--- config.mk ---
export PLATFORM = sky130hd
export DESIGN_NAME = keyboard_report_to_key_events
export DESIGN_NICKNAME = d
export VERILOG_FILES = /design/src/hw/rtl/kbdev_pkg.sv /design/src/hw/rtl/kbdev_ctrl.sv /design/src/hw/rtl/kbdev_dp.sv /design/src/hw/rtl/keyboard_report_to_key_events.sv
export SDC_FILE = /design/constraint.sdc
export NUM_CORES = 1
export LEC_CHECK = 0
export BUFFER_PORTS_ARGS = -buffer_cell sky130_fd_sc_hd__buf_2
export CAP_MARGIN = 20
export CORE_MARGIN = 4
export CORE_UTILIZATION = 30
export CTS_CLUSTER_SIZE = 8
export DETAILED_ROUTE_END_ITERATION = 8
export GPL_TIMING_DRIVEN = 1
export MAX_ROUTING_LAYER = met4
export PLACE_DENSITY = 0.47
export RECOVER_POWER = 25
export REMOVE_ABC_BUFFERS = 1
export SLEW_MARGIN = 10
export SYNTH_ARGS = -nofsm -noshare
export SYNTH_HDL_FRONTEND = slang
export SYNTH_SLANG_ARGS = --single-unit
--- constraint.sdc ---
create_clock -name clock -period 3.2 [get_ports clock]
set_input_delay 0.32 -clock clock [delete_from_list [all_inputs] [get_ports clock]]
set_output_delay 0.32 -clock clock [all_outputs]
set_load 0.01 [all_outputs]
--- src/hw/rtl/kbdev_pkg.sv ---
// Shared constants and types for the keyboard report event generator.
// Used by kbdev_ctrl, kbdev_dp and keyboard_report_to_key_events.
package kbdev_pkg;

   localparam int KEY_SLOTS     = 6;
   localparam int MODIFIER_BITS = 8;
   localparam int INPUT_SLOTS   = 6;
   localparam int CODE_W        = 8;
   localparam int MOD_FIELD_W   = 8;

   localparam int REQ_DATA_W = MOD_FIELD_W + CODE_W * INPUT_SLOTS;
   localparam int EV_N       = MODIFIER_BITS + 2 * KEY_SLOTS;

   localparam logic [CODE_W-1:0] CODE_MIN      = CODE_W'(2);
   localparam logic [CODE_W-1:0] CODE_MAX      = CODE_W'(8'h9f);
   localparam logic [CODE_W-1:0] MOD_BASE_INIT = CODE_W'(224);

   localparam logic EV_KEY_UP   = 1'b0;
   localparam logic EV_KEY_DOWN = 1'b1;

   typedef logic [KEY_SLOTS-1:0][CODE_W-1:0] code_array_type;

   // controller to datapath
   typedef struct packed {
      logic capture;
      logic calc;
      logic pop;
      logic commit;
   } ctrl_cmd_type;

   // datapath to controller
   typedef struct packed {
      logic ev_any;
      logic out_free;
   } dp_status_type;

endpackage

--- src/hw/rtl/kbdev_ctrl.sv ---
// Sequencer for the keyboard report event generator.
// Depends on kbdev_pkg; drives the command struct of kbdev_dp.
module kbdev_ctrl (
   input  logic                    clock,
   input  logic                    reset,
   input  logic                    req_tvalid,
   output logic                    req_tready,
   input  kbdev_pkg::dp_status_type status,
   output kbdev_pkg::ctrl_cmd_type  cmd
);
   import kbdev_pkg::*;

   typedef enum logic [2:0] {
      ST_IDLE = 3'b001,
      ST_CALC = 3'b010,
      ST_EMIT = 3'b100
   } state_type;

   state_type state_ff, state_in;

   assign req_tready = (state_ff == ST_IDLE);

   always_comb begin
      state_in   = state_ff;
      cmd        = '0;
      unique case (state_ff)
         ST_IDLE: begin
            if (req_tvalid) begin
               cmd.capture = 1'b1;
               state_in    = ST_CALC;
            end
         end
         ST_CALC: begin
            cmd.calc = 1'b1;
            state_in = ST_EMIT;
         end
         ST_EMIT: begin
            if (status.ev_any) begin
               cmd.pop = status.out_free;
            end else begin
               // all events handed off: make this report the stored one
               cmd.commit = 1'b1;
               state_in   = ST_IDLE;
            end
         end
         default: begin
            state_in = ST_IDLE;
         end
      endcase
   end

   always_ff @(posedge clock) begin
      if (reset) begin
         state_ff <= ST_IDLE;
      end else begin
         state_ff <= state_in;
      end
   end

   a_capture_idle: assert property (@(posedge clock) disable iff (reset)
      cmd.capture |-> state_ff == ST_IDLE)
      else $error("capture outside idle");

   a_calc_then_emit: assert property (@(posedge clock) disable iff (reset)
      cmd.calc |=> state_ff == ST_EMIT)
      else $error("calc not followed by emit");

   a_commit_idle: assert property (@(posedge clock) disable iff (reset)
      cmd.commit |=> req_tready)
      else $error("commit not followed by idle");

endmodule

--- src/hw/rtl/kbdev_dp.sv ---
// Datapath of the keyboard report event generator: stored report, event
// vector, event select and output register. Depends on kbdev_pkg.
module kbdev_dp (
   input  logic                                clock,
   input  logic                                reset,
   input  kbdev_pkg::ctrl_cmd_type             cmd,
   output kbdev_pkg::dp_status_type            status,
   input  logic [kbdev_pkg::REQ_DATA_W-1:0]    req_tdata,
   input  logic                                csr_we,
   input  logic [kbdev_pkg::CODE_W-1:0]        csr_data,
   output logic                                rsp_tvalid,
   input  logic                                rsp_tready,
   output logic [kbdev_pkg::CODE_W-1:0]        rsp_tdata,
   output logic                                rsp_tuser,
   output logic                                rsp_tlast
);
   import kbdev_pkg::*;

   function automatic logic [CODE_W-1:0] filter_code(input logic [CODE_W-1:0] c);
      if (c < CODE_MIN || c > CODE_MAX) begin
         return '0;
      end
      return c;
   endfunction

   logic [CODE_W-1:0]        base_ff, base_in;
   logic [MODIFIER_BITS-1:0] prev_mods_ff, prev_mods_in;
   logic [MODIFIER_BITS-1:0] new_mods_ff, new_mods_in;
   code_array_type           prev_keys_ff, prev_keys_in;
   code_array_type           new_keys_ff, new_keys_in;
   logic [EV_N-1:0]          ev_ff, ev_in;
   logic                     rsp_valid_ff, rsp_valid_in;
   logic                     rsp_kind_ff, rsp_kind_in;
   logic [CODE_W-1:0]        rsp_code_ff, rsp_code_in;
   logic                     rsp_last_ff, rsp_last_in;

   logic [EV_N-1:0]          ev_calc;
   logic [EV_N-1:0]          sel;
   logic [KEY_SLOTS-1:0]     new_seen;
   logic [KEY_SLOTS-1:0]     old_seen;
   logic                     sel_kind;
   logic [CODE_W-1:0]        sel_code;
   code_array_type           req_keys;

   assign status.ev_any   = |ev_ff;
   assign status.out_free = !rsp_valid_ff || rsp_tready;

   // filter incoming slots; slots past the report read as empty
   always_comb begin
      req_keys = '0;
      for (int i = 0; i < KEY_SLOTS; i++) begin
         if (i < INPUT_SLOTS) begin
            req_keys[i] = filter_code(req_tdata[MOD_FIELD_W + CODE_W*i +: CODE_W]);
         end
      end
   end

   // one bit per possible event, in emission order
   always_comb begin
      new_seen = '0;
      old_seen = '0;
      ev_calc  = '0;
      for (int i = 0; i < KEY_SLOTS; i++) begin
         for (int j = 0; j < KEY_SLOTS; j++) begin
            if (prev_keys_ff[j] == new_keys_ff[i]) new_seen[i] = 1'b1;
            if (new_keys_ff[j] == prev_keys_ff[i]) old_seen[i] = 1'b1;
         end
      end
      for (int i = 0; i < MODIFIER_BITS; i++) begin
         ev_calc[i] = new_mods_ff[i] ^ prev_mods_ff[i];
      end
      for (int i = 0; i < KEY_SLOTS; i++) begin
         ev_calc[MODIFIER_BITS + i] = (new_keys_ff[i] != '0) && !new_seen[i];
         ev_calc[MODIFIER_BITS + KEY_SLOTS + i] =
            (prev_keys_ff[i] != '0) && !old_seen[i];
      end
   end

   // lowest pending event
   assign sel = ev_ff & (~ev_ff + EV_N'(1));

   always_comb begin
      sel_kind = EV_KEY_UP;
      sel_code = '0;
      for (int k = 0; k < MODIFIER_BITS; k++) begin
         if (sel[k]) begin
            sel_kind = new_mods_ff[k];
            sel_code = base_ff + CODE_W'(k);
         end
      end
      for (int k = 0; k < KEY_SLOTS; k++) begin
         if (sel[MODIFIER_BITS + k]) begin
            sel_kind = EV_KEY_DOWN;
            sel_code = new_keys_ff[k];
         end
         if (sel[MODIFIER_BITS + KEY_SLOTS + k]) begin
            sel_kind = EV_KEY_UP;
            sel_code = prev_keys_ff[k];
         end
      end
   end

   always_comb begin
      base_in      = csr_we ? csr_data : base_ff;
      new_mods_in  = cmd.capture ? req_tdata[MODIFIER_BITS-1:0] : new_mods_ff;
      new_keys_in  = cmd.capture ? req_keys : new_keys_ff;
      prev_mods_in = cmd.commit ? new_mods_ff : prev_mods_ff;
      prev_keys_in = cmd.commit ? new_keys_ff : prev_keys_ff;

      priority if (cmd.calc) begin
         ev_in = ev_calc;
      end else if (cmd.pop) begin
         ev_in = ev_ff & ~sel;
      end else begin
         ev_in = ev_ff;
      end

      rsp_kind_in = rsp_kind_ff;
      rsp_code_in = rsp_code_ff;
      rsp_last_in = rsp_last_ff;
      priority if (cmd.pop) begin
         rsp_valid_in = 1'b1;
         rsp_kind_in  = sel_kind;
         rsp_code_in  = sel_code;
         rsp_last_in  = (ev_ff & ~sel) == '0;
      end else if (rsp_tready) begin
         rsp_valid_in = 1'b0;
      end else begin
         rsp_valid_in = rsp_valid_ff;
      end
   end

   always_ff @(posedge clock) begin
      if (reset) begin
         base_ff      <= MOD_BASE_INIT;
         prev_mods_ff <= '0;
         prev_keys_ff <= '0;
         ev_ff        <= '0;
         rsp_valid_ff <= 1'b0;
      end else begin
         base_ff      <= base_in;
         prev_mods_ff <= prev_mods_in;
         prev_keys_ff <= prev_keys_in;
         ev_ff        <= ev_in;
         rsp_valid_ff <= rsp_valid_in;
      end
   end

   always_ff @(posedge clock) begin
      new_mods_ff <= new_mods_in;
      new_keys_ff <= new_keys_in;
      rsp_kind_ff <= rsp_kind_in;
      rsp_code_ff <= rsp_code_in;
      rsp_last_ff <= rsp_last_in;
   end

   assign rsp_tvalid = rsp_valid_ff;
   assign rsp_tdata  = rsp_code_ff;
   assign rsp_tuser  = rsp_kind_ff;
   assign rsp_tlast  = rsp_last_ff;

   a_pop_pending: assert property (@(posedge clock) disable iff (reset)
      cmd.pop |-> ev_ff != '0)
      else $error("pop with no pending event");

   a_pop_one: assert property (@(posedge clock) disable iff (reset)
      cmd.pop |=> $countones(ev_ff) == $countones($past(ev_ff)) - 1)
      else $error("pop did not retire exactly one event");

   a_capture_clean: assert property (@(posedge clock) disable iff (reset)
      cmd.capture |-> ev_ff == '0)
      else $error("new report taken with events pending");

   a_commit_done: assert property (@(posedge clock) disable iff (reset)
      cmd.commit |-> ev_ff == '0 && !cmd.pop)
      else $error("commit with events pending");

endmodule

--- src/hw/rtl/keyboard_report_to_key_events.sv ---
// Keyboard report to key event converter. One report is taken in idle; the
// calc state builds the event list, then one event per cycle enters the
// output register unless the output stalls; the next report waits for idle.
// Output stalls hold the sequencer. Synchronous active-high reset clears
// stored report and sets base to 224.
module keyboard_report_to_key_events (
   input  logic                               clock,
   input  logic                               reset,
   input  logic                               req_tvalid,
   output logic                               req_tready,
   // modifier_mask, key_slot_0 .. key_slot_5
   input  logic [kbdev_pkg::REQ_DATA_W-1:0]   req_tdata,
   output logic                               rsp_tvalid,
   input  logic                               rsp_tready,
   // key_code
   output logic [kbdev_pkg::CODE_W-1:0]       rsp_tdata,
   // event_kind
   output logic                               rsp_tuser,
   output logic                               rsp_tlast,
   input  logic                               csr_valid,
   output logic                               csr_ready,
   // modifier_code_base
   input  logic [kbdev_pkg::CODE_W-1:0]       csr_data
);
   import kbdev_pkg::*;

   ctrl_cmd_type  cmd;
   dp_status_type status;

   assign csr_ready = 1'b1;

   kbdev_ctrl u_ctrl (
      .clock      (clock),
      .reset      (reset),
      .req_tvalid (req_tvalid),
      .req_tready (req_tready),
      .status     (status),
      .cmd        (cmd)
   );

   kbdev_dp u_dp (
      .clock      (clock),
      .reset      (reset),
      .cmd        (cmd),
      .status     (status),
      .req_tdata  (req_tdata),
      .csr_we     (csr_valid & csr_ready),
      .csr_data   (csr_data),
      .rsp_tvalid (rsp_tvalid),
      .rsp_tready (rsp_tready),
      .rsp_tdata  (rsp_tdata),
      .rsp_tuser  (rsp_tuser),
      .rsp_tlast  (rsp_tlast)
   );

endmodule
==> flow_summary_export.csv, run 1 <==
group,metric,value,unit
outcome,outcome,"finished clean",
synth,synth.distinct_cells,81,
global_route,grt_pass1_vias,10910,
finish,final_nets,1575,
finish,antenna_cells,0,
power_and_ir_drop,finalPower,5.500,mW
sta,timing.fmax,0.3448,GHz
setup_path,critical_path.endpoint,"u_dp.rsp_tdata[6]",
power_and_ir_drop,clock_power_share,42.5,%
setup_path,path_class,"reg2reg",
cts,cts_setup_buffers,0,
cts,cts_made_buffers,17,
sta,final_max_slew_viol_count,0,
cts,ctsHoldBuffers,0,
floorplan,die_w,209.5,um
cts,cts_buffer_depth,2,
global_route,overflow,0,
floorplan,initial_core_util,30.53,%
finish,final_area,0.01362,mm^2
finish,area_growth,11.76,%
synth,avgSynthCellArea,8.064,um^2
finish,final_common_cell,"xnor2_1",
synth,synth_area_leaders,"edfxtp_1 16%, xnor2_1 16%, dfxtp_1 14%",
setup_path,worstReg2RegStart,"u_dp.base_ff[1]",
finish,drive_above_1_share,11.00,%
global_route,antenna_found_initial,0,
power_and_ir_drop,internal-power,3.909,mW
synth,synth-simple-area-share,23.89,%
synth,synth_edf_count,66,
cts,cts_resized,0,
power_and_ir_drop,switching_share,28.93,%
drt,vias,11570,
power_and_ir_drop,p_leak,4.542,nW
drt,drc,0,
synth,synth-async-reset-ratio,0,%
setup_path,path_max_fanout,9,
power_and_ir_drop,powerDensity,403.9,mW/mm^2
sta,rsz0062_at_grt,"false",
floorplan,num_io_pins,82,
synth,ys_seq_area_share,30.72,%
sta,layout_min_cycle_time,2900,ps
drt,drt_wl_total,48.95,mm
placement,pre_cts_ws,359.9,ps
synth,synthAdderAreaFrac,1.366,%
cts,clkLatencyLatePin,460,ps
floorplan,rows,73,
cts,cts.sinks,154,
synth,synth_cells,1511,
setup_path,cp.arrival,3040,ps
global_route,grt_use_total,22.44,%
global_route,grt_pass1_wl,72.80,mm
setup_path,r2r_cells,9,
sta,setup_viol,0,
setup_path,cp-startpoint,"u_dp.base_ff[1]",
synth,muxShareOfSynthArea,0.9344,%
sta,timing.hold.ws,28.84,ps
drt,drt_iter0_markers,1137,
placement,port_buffers,80,
synth,yosys_register_bits,154,
synth,synth_top_family_by_area,"simple AND/OR/NAND/NOR gates",
setup_path,required,3340,ps
sta,clock_skew,14.62,ps
setup_path,cp-end-kind,"flip-flop",
cts,htree_levels,4,
cts,root_buffer,"clkbuf_16",
sta,setup_ws,299.8,ps
drt,wl_per_cell,24.07,um
drt,ant_nets,0,
sta,worst_pin_slew,845.5,ps
cts,cts_tree,"built",
floorplan,core-area,0.03991,mm^2
placement,hpwlAfterDp,34.59,mm
synth,ys_warn_count,0,
setup_path,reg2reg_slack,300,ps
synth,synth_area_leader_cell,"edfxtp_1",
power_and_ir_drop,switching_power,1.592,mW
global_route,grt_max_degree,83,
floorplan,dieArea,0.04391,mm^2
synth,synth_xor_area_share,22.21,%
setup_path,r2r_end,"u_dp.rsp_tdata[6]",
sta,timing.slew.headroom,43.64,%
setup_path,worst_setup_path_start_kind,"flip-flop",
synth,synth_ff_type,"dfxtp_1",
power_and_ir_drop,comb_power_share,13.3,%
finish,final_cell_mix,"218 x xnor2_1, 183 x nand2_1, 122 x a21oi_1, 91 x xor2_1, 88 x dfxtp_1",
synth,synth_area,0.01219,mm^2
power_and_ir_drop,seqPwrFrac,44.2,%
sta,fin_crit_sh,90.63,%
min_path,hold_path.class,"in2reg",
placement,placed_area,0.01297,mm^2
finish,stdcell_count,2034,
synth,synth-compound-area-share,14.81,%
synth,yosysTopAreaCellShare,16.26,%
placement,place.gp.congestion,1.037,
drt,vias_per_cell,5.686,
placement,placedCellCount,2002,
floorplan,fp.dieH,209.5,um
cts,clk_pin_slew,70,ps
sta,hold_violations,0,
drt,first_pass_iters,7,
power_and_ir_drop,irDropWorstVdd,0.3686,mV
job,drv_cap,0,
[sequential cells by signal (all words and copies together), names as in the netlist]
name	count
u_dp.new_mods_ff	8
u_dp.rsp_tvalid	1
u_dp.prev_mods_ff	8
u_dp.new_keys_ff	48
u_dp.ev_ff	20
u_ctrl.state_ff	3
u_dp.rsp_tuser	1
u_dp.rsp_tlast	1
u_dp.prev_keys_ff	48
u_dp.base_ff	8
u_dp.rsp_tdata	8
[metrics by stage]
step / TNS (ps) / utilization [%]
6_report: 0 / 34.12
2_1_floorplan: -57400 / -
4_1_cts: 0 / 34.17
3_3_place_gp: 0 / 32.49
3_5_place_dp: 0 / 32.49
5_1_grt: 0 / 34.12
[power by group through the flow]
| stage | combinational, mW | sequential [mW] | clock [mW] |
|---|---|---|---|
| 5_1_grt | 0.808 | 2.43 | 2.47 |
| 6_report | 0.731 | 2.43 | 2.34 |
| 2_1_floorplan | 0.472 | 2.33 | 0 |
| 3_3_place_gp | 0.720 | 2.47 | 0 |
| 4_1_cts | 0.734 | 2.42 | 2.38 |
| 3_5_place_dp | 0.731 | 2.47 | 0 |
[metal layers]
layer | wire, um | vias up | track usage [%]
li1 | - | 5300 | -
met1 | 21850 | 5674 | 30.54
met2 | 21760 | 471 | 33.15
met3 | 3565 | 121 | 3.976
met4 | 1786 | 0 | 8.956
met5 | 0 | - | -
[cells by family (layout without fill, tap and decap cells)]
| group | count (synthesis) | after routing |
|---|---|---|
| compound gates | 281 | 281 |
| buf+inv | 181 | 179 |
| xor+xnor | 309 | 309 |
| mux | 11 | 11 |
| simple gates | 560 | 560 |
| fa+ha+maj | 14 | 14 |
| other cells | 1 | 1 |
| flops | 154 | 154 |
[worst min-delay path by stage]
stage,from,to,cells past startpoint
after floorplan,reset,u_dp.ev_ff[0],1
after global placement,u_dp.prev_mods_ff[7],u_dp.prev_mods_ff[7],2
after detailed placement,u_dp.prev_mods_ff[6],u_dp.prev_mods_ff[6],2
after CTS,req_tdata[5],u_dp.new_mods_ff[5],1
after global routing,req_tdata[4],u_dp.new_mods_ff[4],1
final,req_tdata[5],u_dp.new_mods_ff[5],1
[Yosys cell counts (30+ instances only)]
cell and number:
buf_1 30, a21oi_1 122, dfxtp_1 88, nand4_1 69
xnor2_1 218, nand2_1 183, nor2_1 79, clkbuf_1 107
xor2_1 91, edfxtp_1 66, nor4_1 57, o21ai_0 37
[worst max-delay path, stage by stage (launching register included)]
cell and delay [ps]:
dfxtp_1 550, inv_1 240, ha_1 330, nor2b_1 240
o21bai_1 100, xnor2_1 130, a2111oi_0 410, a21oi_1 110
o211ai_1 200, o311ai_0 240
[cell type report]
cell class / instances / area, um^2
fillers: 4137 / 26300
multi-input cells: 1176 / 7716
flip-flops and latches: 154 / 3744
repair buffers: 127 / 759.5
well taps: 525 / 656.9
clock buffers: 19 / 452.9
clock inverters: 13 / 214.0
inverters: 20 / 75.07
(Power assumes the default switching activity.)
==> inputs of run 2 (changes only) <==
Settings changed: CTS_BUF_LIST from default to sky130_fd_sc_hd__clkbuf_4.
==> run 2 against run 1 <==
First-iteration DRC count up 4.0%. Register-to-register slack worse by 20 ps. Clock skew is 23 ps higher. Maximum frequency fell by 0.71%. Via count up 2.9%. Critical path type unchanged. Critical endpoint is now u_dp.rsp_tdata[5].
==> flow_summary_export.csv, run 2 (same netlist as run 1, synthesis figures left out) <==
group,metric,value,unit
drt,vias,11900,
power_and_ir_drop,p_leak,4.716,nW
power_and_ir_drop,seqPwrFrac,51.7,%
outcome,outcome,"finished clean",
placement,place.gp.congestion,1.037,
placement,placedCellCount,2002,
placement,placed_area,0.01297,mm^2
cts,clk_pin_slew,160,ps
floorplan,dieArea,0.04391,mm^2
drt,drc,0,
finish,final_cell_mix,"218 x xnor2_1, 183 x nand2_1, 122 x a21oi_1, 91 x xor2_1, 88 x dfxtp_1",
power_and_ir_drop,switching_share,31.35,%
sta,timing.slew.headroom,43.17,%
cts,cts.sinks,154,
drt,ant_nets,0,
setup_path,path_class,"reg2reg",
sta,final_max_slew_viol_count,0,
setup_path,worst_setup_path_start_kind,"flip-flop",
setup_path,cp.arrival,3280,ps
placement,hpwlAfterDp,34.59,mm
drt,vias_per_cell,5.652,
power_and_ir_drop,internal-power,3.231,mW
power_and_ir_drop,powerDensity,335.8,mW/mm^2
finish,final_common_cell,"xnor2_1",
setup_path,worstReg2RegStart,"u_dp.ev_ff[0]",
floorplan,initial_core_util,30.53,%
power_and_ir_drop,irDropWorstVdd,0.2186,mV
cts,htree_levels,4,
min_path,whs_endpoint,"u_dp.base_ff[7]",
setup_path,critPathTopFamily,"simple AND/OR/NAND/NOR gates",
cts,cts_tree,"built",
finish,stdcell_count,2106,
floorplan,rows,73,
drt,drt_wl_total,49.75,mm
min_path,whs_path_depth,3,
floorplan,core-area,0.03991,mm^2
power_and_ir_drop,clock_power_share,31.4,%
cts,cts_made_buffers,17,
global_route,antenna_found_initial,1,
cts,root_buffer,"clkbuf_4",
placement,port_buffers,80,
drt,first_pass_iters,6,
setup_path,max_stage_delay,680,ps
finish,reg.largest.list,"u_dp.new_keys_ff: 48 flops, u_dp.prev_keys_ff: 48 flops, u_dp.ev_ff: 20 flops",
global_route,grt_pass1_vias,11310,
sta,clock_skew,38.04,ps
finish,area_growth,15.02,%
setup_path,worstPathCellList,"or4_1 > nor2_1 > nand4_2 > o21ai_0 > o22ai_1 > a22oi_1 > o21ai_0",
setup_path,reg2reg_slack,280,ps
floorplan,die_w,209.5,um
min_path,hp-start,"csr_valid",
global_route,grt_pass1_wl,74.45,mm
power_and_ir_drop,switching_power,1.476,mW
min_path,hold_path.class,"in2reg",
setup_path,path_max_fanout,9,
power_and_ir_drop,comb_power_share,17.0,%
drt,wl_per_cell,23.62,um
sta,timing.fmax,0.3424,GHz
finish,final_util,35.11,%
power_and_ir_drop,finalPower,4.707,mW
sta,setup-tns-final,0,ps
sta,worst_pin_slew,852.4,ps
setup_path,crit_slowest_cell,"or4_1",
setup_path,required,3560,ps
setup_path,r2r_end,"u_dp.rsp_tdata[5]",
sta,layout_min_cycle_time,2921,ps
job,drv_cap,0,
global_route,grt_max_degree,83,
sta,fin_crit_sh,91.28,%
finish,final_nets,1646,
floorplan,num_io_pins,82,
cts,cts_buffer_depth,2,
cts,clkLatencyLatePin,630,ps
setup_path,cp-end-kind,"flip-flop",
global_route,grt_use_total,22.81,%
drt,drt_iter0_markers,1182,
setup_path,r2r_cells,7,
floorplan,fp.dieH,209.5,um
sta,setup_viol,0,
setup_path,cp.buffers_inverters,0,
global_route,overflow,0,
sta,hold_violations,0,
finish,final_area,0.01402,mm^2
finish,drive_above_1_share,10.51,%
setup_path,cp_common_cell,"o21ai_0",
sta,rsz0062_at_grt,"false",
==> run 2: cell type report <==
cell class                 instances  area, um^2
antenna                            1       2.502
clock buffer                      17       127.6
clock inverter                    15       221.5
fill                            4124       25900
inverter                          20       75.07
multi-input combinational       1176        7716
sequential                       154        3744
tap                              525       656.9
timing repair buffer             198        1473
==> run 2: through the flow <==
stage	worst slack, ps	hold slack (ps)
after floorplan	-1025	389.1
after global placement	306.4	454.1
after global routing	131.2	53.03
after detailed placement	359.9	460.2
final	279.1	84.47
after CTS	325.7	16.77
==> run 2: worst max path at each step <==
stage               cells past startpoint           from  slack [ps]              endpoint
finish                                  7  u_dp.ev_ff[0]         280     u_dp.rsp_tdata[5]
global placement                        7  u_dp.ev_ff[0]         310     u_dp.rsp_tdata[5]
CTS                                     7  u_dp.ev_ff[1]         330     u_dp.rsp_tdata[5]
floorplan                               6  u_dp.ev_ff[0]       -1020  u_dp.prev_keys_ff[0]
detailed placement                      7  u_dp.ev_ff[1]         360     u_dp.rsp_tdata[5]
global route                            7  u_dp.ev_ff[0]         130     u_dp.rsp_tdata[5]
==> run 2: layer usage <==
metal  vias up  part of all wire (%)  track usage [%]
met5         -                     0                -
met4         0                   3.5            8.281
met3       113                   6.7            3.886
met2       491                    45            34.54
met1      5849                    45            30.77
li1       5450                     -                -
==> run 2: worst min-delay path: cells and delay by family <==
family | cells | cell delay (ps)
and+or+nand+nor | 1 | 80
AOI/OAI and AO/OA | 1 | 70
buffers and inverters | 1 | 190
==> run 2: power by group through the flow <==
stage | Combinational (mW) | Sequential, mW | Clock [mW]
after global routing | 0.881 | 2.43 | 1.62
after CTS | 0.799 | 2.42 | 1.53
after floorplan | 0.472 | 2.33 | 0
after detailed placement | 0.731 | 2.47 | 0
after global placement | 0.720 | 2.47 | 0
final | 0.800 | 2.43 | 1.48
==> run 2: repair_timing <==
item,4_1_cts,5_1_grt
endpoints found under the setup margin,0,0
hold buffers,71,0
resized for setup,0,0
setup buffers,0,0
hold endpoints to repair,65,0
==> inputs of run 3 (changes only) <==
Settings changed: RECOVER_POWER 25 to 100, SYNTH_HIERARCHICAL from default to 1.
==> run 3 against run 2 <==
The flow now finishes with violations (capacitance limit, slew limit). Final area up 0.18%. Core utilization up 0.14 points. Global-route usage up 0.11 points. Clock skew down 5.9 ps. Final cell count down 2.6%. Synthesized area down 0.79%. Largest cell class unchanged. Flip-flop and latch count unchanged. Via count down 2.3%. Sequential share of layout area about the same. Critical endpoint is now u_dp/rsp_tdata[5].
==> flow_summary_export.csv, run 3 <==
group,metric,value,unit
outcome,outcome,"finished, violations left",
outcome,failed_checks,"capacitance limit, slew limit",
synth,synth_edf_count,66,
setup_path,cp.buffers_inverters,2,
synth,synth_ff_type,"dfxtp_1",
sta,fin_crit_sh,94.62,%
setup_path,required,3700,ps
drt,drt_iter0_markers,1355,
finish,area_growth,16.15,%
sta,rsz0062_at_grt,"false",
power_and_ir_drop,switching_share,32.56,%
global_route,grt_pass1_wl,73.66,mm
finish,reg.largest.list,"u_dp/new_keys_ff: 48 flops, u_dp/prev_keys_ff: 48 flops, u_dp/ev_ff: 20 flops",
cts,cts_tree,"built",
drt,vias_per_cell,5.670,
synth,ys_warn_count,6,
cts,cts.sinks,154,
finish,final_nets,1592,
synth,synth_area,0.01209,mm^2
cts,clk_pin_slew,160,ps
synth,synth-async-reset-ratio,0,%
drt,vias,11630,
drt,drc,0,
cts,htree_levels,4,
synth,synth_area_leaders,"xnor2_1 18%, edfxtp_1 16%, dfxtp_1 15%",
power_and_ir_drop,seqPwrFrac,53.4,%
floorplan,die_w,208.7,um
floorplan,dieArea,0.04357,mm^2
sta,setup-tns-final,0,ps
placement,place.gp.congestion,0.9564,
sta,timing.slew.headroom,-35.55,%
power_and_ir_drop,switching_power,1.454,mW
placement,placedCellCount,1949,
power_and_ir_drop,powerDensity,318.1,mW/mm^2
setup_path,critPathTopFamily,"simple AND/OR/NAND/NOR gates",
global_route,overflow,0,
power_and_ir_drop,internal-power,3.013,mW
setup_path,cp_common_cell,"buf_4",
sta,clock_skew,32.13,ps
drt,wl_per_cell,24.35,um
global_route,grt_max_degree,89,
setup_path,crit_slowest_cell,"nor3_1",
cts,clkLatencyLatePin,640,ps
setup_path,path_class,"reg2reg",
cts,root_buffer,"clkbuf_4",
drt,first_pass_iters,5,
synth,ys_top_cells_by_count,"247 x xnor2_1, 133 x nor2_1, 113 x clkbuf_1",
setup_path,r2r_cells,9,
setup_path,worst_setup_path_start_kind,"flip-flop",
setup_path,max_stage_delay,610,ps
synth,yosysTopAreaCellShare,17.89,%
power_and_ir_drop,p_leak,4.540,nW
drt,ant_nets,0,
finish,fillCellCount,4211,
synth,synth.distinct_cells,78,
sta,setup_ws,172.1,ps
finish,final_cell_mix,"247 x xnor2_1, 132 x nor2_1, 87 x dfxtp_1, 71 x dlygate4sd3_1, 68 x nand4_1",
power_and_ir_drop,comb_power_share,18.0,%
sta,hold_violations,0,
floorplan,fp.dieH,208.7,um
setup_path,cp.arrival,3520,ps
synth,yosys_register_bits,154,
sta,timing.fmax,0.3303,GHz
synth,synth_most_common_cell,"xnor2_1",
floorplan,core-area,0.03982,mm^2
finish,regArea,0.003745,mm^2
drt,drt_wl_total,49.97,mm
sta,layout_min_cycle_time,3028,ps
power_and_ir_drop,clock_power_share,28.6,%
setup_path,cp-end-kind,"flip-flop",
floorplan,rows,73,
global_route,grt_pass1_vias,11090,
finish,multi_input_area,0.007651,mm^2
sta,setup_viol,0,
cts,cts_buffer_depth,2,
min_path,hold_path.class,"in2reg",
floorplan,initial_core_util,30.36,%
sta,final_max_slew_viol_count,130,
synth,synth_area_leader_cell,"xnor2_1",
synth,synth_cells,1426,
floorplan,num_io_pins,82,
power_and_ir_drop,irDropWorstVdd,0.2328,mV
finish,stdcell_count,2052,
finish,final_common_cell,"xnor2_1",
setup_path,cp.depth,9,
placement,pre_cts_ws,257.3,ps
synth,avgSynthCellArea,8.478,um^2
setup_path,worstPathCellList,"buf_4 > or4_1 > buf_4 > nor3_1 > and3_1 > nand2_1 > o31ai_1 > o21ai_0 > a21oi_1",
cts,cts_made_buffers,17,
sta,worst_pin_slew,2033,ps
synth,ys_seq_area_share,30.97,%
global_route,antenna_found_initial,1,
placement,port_buffers,80,
finish,drive_above_1_share,11.21,%
setup_path,path_max_fanout,14,
min_path,whs_path_depth,2,
placement,hpwlAfterDp,34.26,mm
job,drv_cap,2,
global_route,grt_use_total,22.92,%
==> run 3: path summary, 6_finish.rpt <==
check                  startpoint                    to  slack [ps]
setup reg to reg    u_dp/ev_ff[3]     u_dp/rsp_tdata[5]         170
hold reg to reg   u_dp/rsp_tvalid       u_dp/rsp_tvalid         520
hold / removal      req_tdata[38]  u_dp/new_keys_ff[30]          50
setup / recovery    u_dp/ev_ff[3]     u_dp/rsp_tdata[5]         170
==> run 3: logic make-up (layout without fill, tap and decap cells) <==
kind of cell | Yosys count | in the layout | synth area share (%)
AND/OR/NAND/NOR | 478 | 478 | 21.27
XOR/XNOR | 307 | 307 | 22.24
AO/OA/AOI/OAI | 235 | 235 | 13.44
buffers and inverters | 178 | 278 | 5.817
flip-flops | 154 | 154 | 30.97
multiplexers | 63 | 63 | 5.216
adder cells (fa/ha/maj) | 10 | 10 | 1.014
other | 1 | 2 | 0.03102
==> run 3: power by group through the flow <==
stage / Sequential, mW / Combinational (mW) / Clock [mW]
after floorplan: 2.33 / 0.445 / 0
after global placement: 2.42 / 0.733 / 0
after detailed placement: 2.42 / 0.737 / 0
after CTS: 2.38 / 0.806 / 1.33
after global routing: 2.39 / 0.878 / 1.41
final: 2.39 / 0.805 / 1.28
==> run 3: final cells by class <==
class                   count  area share, %
clock inverters            12         0.9980
clock buffers              19          1.016
diodes                      1        0.01782
well taps                 525          4.678
flip-flops and latches    154          26.67
repair buffers            223          11.49
inverters                  24         0.6416
multi-input cells        1094          54.49
==> run 3: stage by stage <==
step | hold WS, ps | power [mW] | cell area [um^2] | util, %
CTS | 9.457 | 4.514 | 14090 | 35.38
floorplan | 389.1 | 2.775 | 11480 | -
detailed placement | 498.4 | 3.157 | 13100 | 32.88
global placement | 493.7 | 3.155 | 13100 | 32.88
global route | 53.13 | 4.677 | 14040 | 35.26
finish | 54.82 | 4.467 | 14040 | 35.26
==> run 3: repair_timing <==
action,4_1_cts,5_1_grt
hold buffers,71,0
hold endpoints to repair,66,0
resized for setup,0,1
setup buffers,0,0
endpoints found under the setup margin,0,1
==> run 3: routing by layer <==
metal / up-vias / wire length [um] / GRT usage, %
met1: 5666 / 22080 / 31.09
met4: 0 / 2202 / 9.091
met3: 145 / 4170 / 4.699
li1: 5251 / - / -
met2: 572 / 21520 / 33.56
met5: - / 0 / -
==> run 3: worst reg2reg max path, stage by stage, from the launching register on <==
cell and delay [ps]:
dfxtp_1 360, buf_4 170, or4_1 420, buf_4 230, nor3_1 610, and3_1 520, nand2_1 100, o31ai_1 130
o21ai_0 170, a21oi_1 190
